===== config.mk =====
export PLATFORM = sky130hd
export DESIGN_NAME = utf8_stream_decoder_unit
export DESIGN_NICKNAME = d
export VERILOG_FILES = /design/src/sv/u8sd_pkg.sv /design/src/sv/utf8_stream_decoder_unit.sv
export SDC_FILE = /design/constraint.sdc
export NUM_CORES = 1
export LEC_CHECK = 0
export BUFFER_PORTS_ARGS = -buffer_cell sky130_fd_sc_hd__buf_2
export CORE_UTILIZATION = 25
export DETAILED_ROUTE_END_ITERATION = 7
export PLACE_DENSITY = 0.46
export SLEW_MARGIN = 40
export SYNTH_ARGS = -nofsm -noshare
export SYNTH_HDL_FRONTEND = slang
export SYNTH_SLANG_ARGS = --single-unit

===== constraint.sdc =====
create_clock -name clk -period 5.05 [get_ports clk]
set_clock_uncertainty 0.1 [all_clocks]
set_input_delay 0.7575 -clock clk [delete_from_list [all_inputs] [get_ports clk]]
set_output_delay 0.7575 -clock clk [all_outputs]
set_load 0.005 [all_outputs]

===== src/sv/u8sd_pkg.sv =====
// Package with the status codes and byte-class constants for the UTF-8 stream decoder.
package u8sd_pkg;

	// Result status codes.
	localparam logic [2:0] ST_PENDING  = 3'd0;
	localparam logic [2:0] ST_COMPLETE = 3'd1;
	localparam logic [2:0] ST_BAD_LEAD = 3'd2;
	localparam logic [2:0] ST_NO_CONT  = 3'd3;
	localparam logic [2:0] ST_TRUNC    = 3'd4;

	// Field widths.
	localparam int unsigned ByteW = 8;
	localparam int unsigned CpW   = 21;
	localparam int unsigned StW   = 3;

	// Byte classes and payload masks.
	localparam logic [7:0] CONT_TAG  = 8'h80;
	localparam logic [7:0] CONT_MASK = 8'hC0;
	localparam logic [7:0] LEAD2_TAG = 8'hC0;
	localparam logic [7:0] LEAD2_MSK = 8'hE0;
	localparam logic [7:0] LEAD3_TAG = 8'hE0;
	localparam logic [7:0] LEAD3_MSK = 8'hF0;
	localparam logic [7:0] LEAD4_TAG = 8'hF0;
	localparam logic [7:0] LEAD4_MSK = 8'hF8;
	localparam logic [7:0] PAY1_MSK  = 8'h7F;
	localparam logic [7:0] PAY2_MSK  = 8'h1F;
	localparam logic [7:0] PAY3_MSK  = 8'h0F;
	localparam logic [7:0] PAY4_MSK  = 8'h07;
	localparam logic [7:0] CONT_PAY  = 8'h3F;

	// Lead byte decode: remaining continuation count and masked payload.
	typedef struct packed {
		logic       valid;
		logic       single;
		logic [1:0] more;
		logic [7:0] payload;
	} lead_info_t;

endpackage


===== src/sv/utf8_stream_decoder_unit.sv =====
// Top level of the UTF-8 stream decoder: input register, decode logic and result register.
//
//  channel | handshake             | payload
//  --------+-----------------------+-------------------------------------
//  in      | in_valid / in_ready   | data_byte[7:0], end_of_buffer
//  out     | out_valid / out_ready | code_point[20:0], status[2:0], buffer_ok
//
// One byte is accepted per cycle unless the output stalls; it is decoded into the result register.
// The rate is set by the decode step between the input register and the result register,
// which also updates the sequence state in that same cycle.
// Reset clears the pipeline valids and the sequence state (count, partial code, error flag).
// A stall on the output holds the result register and the input register, and in_ready
// then drops once both are full.
module utf8_stream_decoder_unit (
	input  logic        clk,
	input  logic        arst_n,
	input  logic        in_valid,
	output logic        in_ready,
	input  logic [7:0]  data_byte,
	input  logic        end_of_buffer,
	output logic        out_valid,
	input  logic        out_ready,
	output logic [20:0] code_point,
	output logic [2:0]  status,
	output logic        buffer_ok
);

	// Input register.
	logic        vld_s1;
	logic [7:0]  byte_s1;
	logic        last_s1;

	// Sequence state.
	logic [1:0]  left_q;
	logic [20:0] part_q;
	logic        err_q;

	// Result register.
	logic        vld_s2;
	logic [20:0] cp_s2;
	logic [2:0]  st_s2;
	logic        ok_s2;

	logic                 adv;
	u8sd_pkg::lead_info_t lead;
	logic                 is_cont;
	logic [1:0]           left_d;
	logic [20:0]          part_d;
	logic                 err_d;
	logic [20:0]          cp_d;
	logic [2:0]           st_d;
	logic                 ok_d;

	// Pipeline flow control.
	assign adv      = vld_s1 && (!vld_s2 || out_ready);
	assign in_ready = !vld_s1 || adv;

	always_ff @(posedge clk or negedge arst_n) begin
		if (!arst_n) begin
			vld_s1 <= 1'b0;
		end else if (in_ready) begin
			vld_s1 <= in_valid;
		end
	end

	always_ff @(posedge clk) begin
		if (in_ready && in_valid) begin
			byte_s1 <= data_byte;
			last_s1 <= end_of_buffer;
		end
	end

	// Lead byte classification.
	always_comb begin
		lead = '{valid: 1'b0, single: 1'b0, more: 2'd0, payload: 8'd0};
		priority if (!byte_s1[7]) begin
			lead = '{valid: 1'b1, single: 1'b1, more: 2'd0,
				payload: byte_s1 & u8sd_pkg::PAY1_MSK};
		end else if ((byte_s1 & u8sd_pkg::LEAD2_MSK) == u8sd_pkg::LEAD2_TAG) begin
			lead = '{valid: 1'b1, single: 1'b0, more: 2'd1,
				payload: byte_s1 & u8sd_pkg::PAY2_MSK};
		end else if ((byte_s1 & u8sd_pkg::LEAD3_MSK) == u8sd_pkg::LEAD3_TAG) begin
			lead = '{valid: 1'b1, single: 1'b0, more: 2'd2,
				payload: byte_s1 & u8sd_pkg::PAY3_MSK};
		end else if ((byte_s1 & u8sd_pkg::LEAD4_MSK) == u8sd_pkg::LEAD4_TAG) begin
			lead = '{valid: 1'b1, single: 1'b0, more: 2'd3,
				payload: byte_s1 & u8sd_pkg::PAY4_MSK};
		end else begin
			lead = '{valid: 1'b0, single: 1'b0, more: 2'd0, payload: 8'd0};
		end
	end

	assign is_cont = (byte_s1 & u8sd_pkg::CONT_MASK) == u8sd_pkg::CONT_TAG;

	// Next state and result for the byte in the input register.
	always_comb begin
		left_d = left_q;
		part_d = part_q;
		err_d  = err_q;
		cp_d   = '0;
		st_d   = u8sd_pkg::ST_PENDING;
		ok_d   = 1'b0;
		priority if (left_q == 2'd0) begin
			priority if (!lead.valid) begin
				st_d  = u8sd_pkg::ST_BAD_LEAD;
				err_d = 1'b1;
			end else if (lead.single) begin
				st_d = u8sd_pkg::ST_COMPLETE;
				cp_d = {13'd0, lead.payload};
			end else begin
				part_d = {13'd0, lead.payload};
				left_d = lead.more;
			end
		end else if (is_cont) begin
			left_d = left_q - 2'd1;
			if (left_q == 2'd1) begin
				st_d   = u8sd_pkg::ST_COMPLETE;
				cp_d   = {part_q[14:0], byte_s1[5:0]};
				part_d = '0;
			end else begin
				part_d = {part_q[14:0], byte_s1[5:0]};
			end
		end else begin
			st_d   = u8sd_pkg::ST_NO_CONT;
			err_d  = 1'b1;
			left_d = 2'd0;
			part_d = '0;
		end

		// End of buffer: flag truncation, report validity, clear the state.
		if (last_s1) begin
			if (st_d == u8sd_pkg::ST_PENDING && left_d != 2'd0) begin
				st_d  = u8sd_pkg::ST_TRUNC;
				err_d = 1'b1;
			end
			ok_d   = !err_d;
			left_d = 2'd0;
			part_d = '0;
			err_d  = 1'b0;
		end
	end

	// Sequence state update.
	always_ff @(posedge clk or negedge arst_n) begin
		if (!arst_n) begin
			left_q <= 2'd0;
			part_q <= '0;
			err_q  <= 1'b0;
		end else if (adv) begin
			left_q <= left_d;
			part_q <= part_d;
			err_q  <= err_d;
		end
	end

	// Result register.
	always_ff @(posedge clk or negedge arst_n) begin
		if (!arst_n) begin
			vld_s2 <= 1'b0;
		end else if (!vld_s2 || out_ready) begin
			vld_s2 <= vld_s1;
		end
	end

	always_ff @(posedge clk) begin
		if (adv) begin
			cp_s2 <= cp_d;
			st_s2 <= st_d;
			ok_s2 <= ok_d;
		end
	end

	assign out_valid  = vld_s2;
	assign code_point = cp_s2;
	assign status     = st_s2;
	assign buffer_ok  = ok_s2;

	// An idle decoder holds no partial code point.
	a_idle_clear: assert property (@(posedge clk) disable iff (!arst_n)
		left_q == 2'd0 |-> part_q == 21'd0)
		else $error("partial code point left over while idle");

	// A beat ending the buffer leaves the state cleared.
	a_eob_clear: assert property (@(posedge clk) disable iff (!arst_n)
		adv && last_s1 |=> left_q == 2'd0 && !err_q)
		else $error("state not cleared after end of buffer");

	// A valid buffer can only end on a completed code point.
	a_ok_complete: assert property (@(posedge clk) disable iff (!arst_n)
		vld_s2 && ok_s2 |-> st_s2 == u8sd_pkg::ST_COMPLETE)
		else $error("buffer_ok with a non-complete status");

	// The code point is zero unless a code point completed.
	a_cp_zero: assert property (@(posedge clk) disable iff (!arst_n)
		vld_s2 && st_s2 != u8sd_pkg::ST_COMPLETE |-> cp_s2 == 21'd0)
		else $error("code point nonzero without completion");

endmodule


==> qor.yml <==
critical_path:
  path_cells: "inv_1, ha_1, or3b_1, or3_4, nor3b_4, a22o_1"
  cp.arrival_ps: 2570
  critPathKind: "reg -> reg"
  critPathMaxStageDelay_ps: 450
  crit_fanout: 12
  crit_path_top_delay_cell: "or3b_1"
  startpoint_type: "flop"
  cp-end-kind: "flop"
  required_ps: 5200
  worstRegToRegCells: 6
placed_design:
  gp_congestion: 0.826
  placed_cells: 299
  hpwl_um: 2960
  post_dp_cell_area_um2: 2530
  port_buffers: 39
timing:
  min_period_ps: 2420
  clock.fmax_mhz: 413
  finalSetupViolCount: 0
  fin_setup_tns_ps: 0
  relSlewSlack_pct: 57.1
  period_share_pct: 48.0
  worstMarginPinSlew_ps: 643
  rsz0062_at_grt: "no"
  drv_slew: 0
  finalHoldViolations: 0
power:
  ir_drop_uv: 150
  pwr_density_cell_nw_per_um2: 365
  leakage_nw: 1.10
layout:
  drive_gt1_share_pct: 26.2
  final_cell_mix: "39 x buf_2, 34 x edfxtp_1, 20 x dfrtp_1"
  area_delta_synth_final_pct: 19.3
  fin_nets: 216
  stdcell_count: 307
  fillerInstances: 852
  layout.cells.most_common: "buf_2"
  post-route-cell-area_um2: 2640
  diodes: 0
routing:
  drc_errors: 0
  finalWirelength_um: 4330
  wire_per_inst_um: 14.1
  drtIter0Drc: 74
  drtAntennaViolNets: 0
  dr.pass1.iters: 4
  avgViaCountPerCell: 4.57
  vias: 1403
logic_synthesis:
  synth_seq_area_share_pct: 68.7
  syn_nets: 176
  synth_area_um2: 2220
  synth_area_leaders: "edfxtp_1 46%, dfrtp_1 23%, a22o_1 4.0%"
  avgSynthCellArea_um2: 13.8
  ys_types: 35
  synth_ff_type: "edfxtp_1"
  synth.largest_area_cell: "edfxtp_1"
  ys_ff_latch: 54
  synthCells: 161
  yosys_warnings: 0
  synth-async-reset-ratio_pct: 37.0
  synth-edff-count: 34
  yosysTopAreaCellShare_pct: 46.1
die:
  rows: 33
  die_h_um: 96.1
  die_area_um2: 9240
  io_pins: 40
  die_w_um: 96.1
  start_util_pct: 26.4
  core_area_um2: 8380
flow_run:
  drv_cap: 0
clock_tree:
  clkTransAtPathRegs_ps: 110
  postCtsSetupRepairBufs: 0
  cts_root_buffer: "clkbuf_8"
  cts_max_level: 2
  ctsResizeCount: 0
  clkLatencyLatePin_ps: 320
  clkSinkCount: 54
  cts_hold_buffers: 0
  cts_tree: "built"
  cts_buffers: 5
  clock_path_buffers: 2
grt:
  antenna_found_initial: 0
  grt_pass1_vias: 1338
  grt_max_degree: 34
  grt_use_total_pct: 10.4
  grt_overflow: 0
  grt_pass1_wl_um: 7080
status:
  status: "finished clean"
hold_path:
  hold_class: "in -> async"
## synthesized netlist by cell type, types with 2 or more instances
cell and n:
nand3_1 5, clkbuf_1 5, a22o_1 10, nor3b_1 3, and3_1 14, a21oi_1 4
dfrtp_1 20, o2bb2ai_1 8, nor2_1 5, nand2b_1 5, buf_2 2, ha_1 2
inv_1 4, nor2b_1 8, edfxtp_1 34, o21ai_0 5, nand2_1 7, and2_1 3
## worst max-delay path, delay by kind of cell, from the launching register on
kind                     cells  cell delay (ps)
AO/OA/AOI/OAI                1              180
AND/OR/NAND/NOR              3             1190
adder cells (fa/ha/maj)      1              370
flip-flops                   1              410
buffers and inverters        1              120
## through the flow
| stage | utilization [%] | power, mW | worst slack (ps) | hold WS [ps] |
|---|---|---|---|---|
| 2_1_floorplan | - | 0.639 | 2390 | 357 |
| 3_3_place_gp | 30.1 | 0.697 | 2480 | 386 |
| 3_5_place_dp | 30.1 | 0.698 | 2460 | 390 |
| 4_1_cts | 31.5 | 0.975 | 2590 | 295 |
| 5_1_grt | 31.5 | 1.02 | 2470 | 289 |
| 6_report | 31.5 | 0.965 | 2630 | 272 |
## final cells by class
cell class / count / area [µm²] / share of cell area (%)
sequential: 54 / 1520 / 57.5
multi-input combinational: 95 / 658 / 24.9
timing repair buffer: 40 / 203 / 7.67
tap: 105 / 131 / 4.97
clock buffer: 6 / 93.8 / 3.55
inverter: 5 / 18.8 / 0.710
clock inverter: 2 / 17.5 / 0.663
## final timing paths
path / from / to / slack, ps
setup reg to reg: left_q[0]$_DFFE_PN0P_ / part_q[7]$_DFFE_PN0P_ / 2630
hold reg to reg: vld_s1$_DFFE_PN0N_ / out_valid$_DFFE_PN0P_ / 400
hold / removal: arst_n / part_q[12]$_DFFE_PN0P_ / 270
max in group asynchronous: arst_n / part_q[0]$_DFFE_PN0P_ / 4250
setup / recovery: left_q[0]$_DFFE_PN0P_ / part_q[7]$_DFFE_PN0P_ / 2630
min in group clk: vld_s1$_DFFE_PN0N_ / out_valid$_DFFE_PN0P_ / 400
## cells by family after synthesis
family | count (synthesis) | share of synthesized area (%)
DFF | 54 | 68.7
buffers and inverters | 12 | 2.15
AOI/OAI and AO/OA | 37 | 12.7
adders and majority gates | 2 | 1.13
and+or+nand+nor | 56 | 15.4
## state kept, by name, summed over array words and instances (netlist names), 2 cells and up
signal and cells:
left_q 2, part_q 15, code_point 21, status 3, byte_s1 8
## metal layers
metal,vias up,part of all wire [%],track usage (%)
met2,41,44,15.4
met1,673,49,14.5
li1,685,-,-
met3,4,5.8,3.32
met4,0,1.1,2.61
met5,-,0,0
## power by group
group | total (mW) | internal, mW | switching, mW
combinational | 0.147 | 0.0574 | 0.0896
clock | 0.278 | 0.131 | 0.147
sequential | 0.540 | 0.514 | 0.0258
total | 0.965 | 0.702 | 0.263
Note: power is estimated with default switching activity, not from simulation.
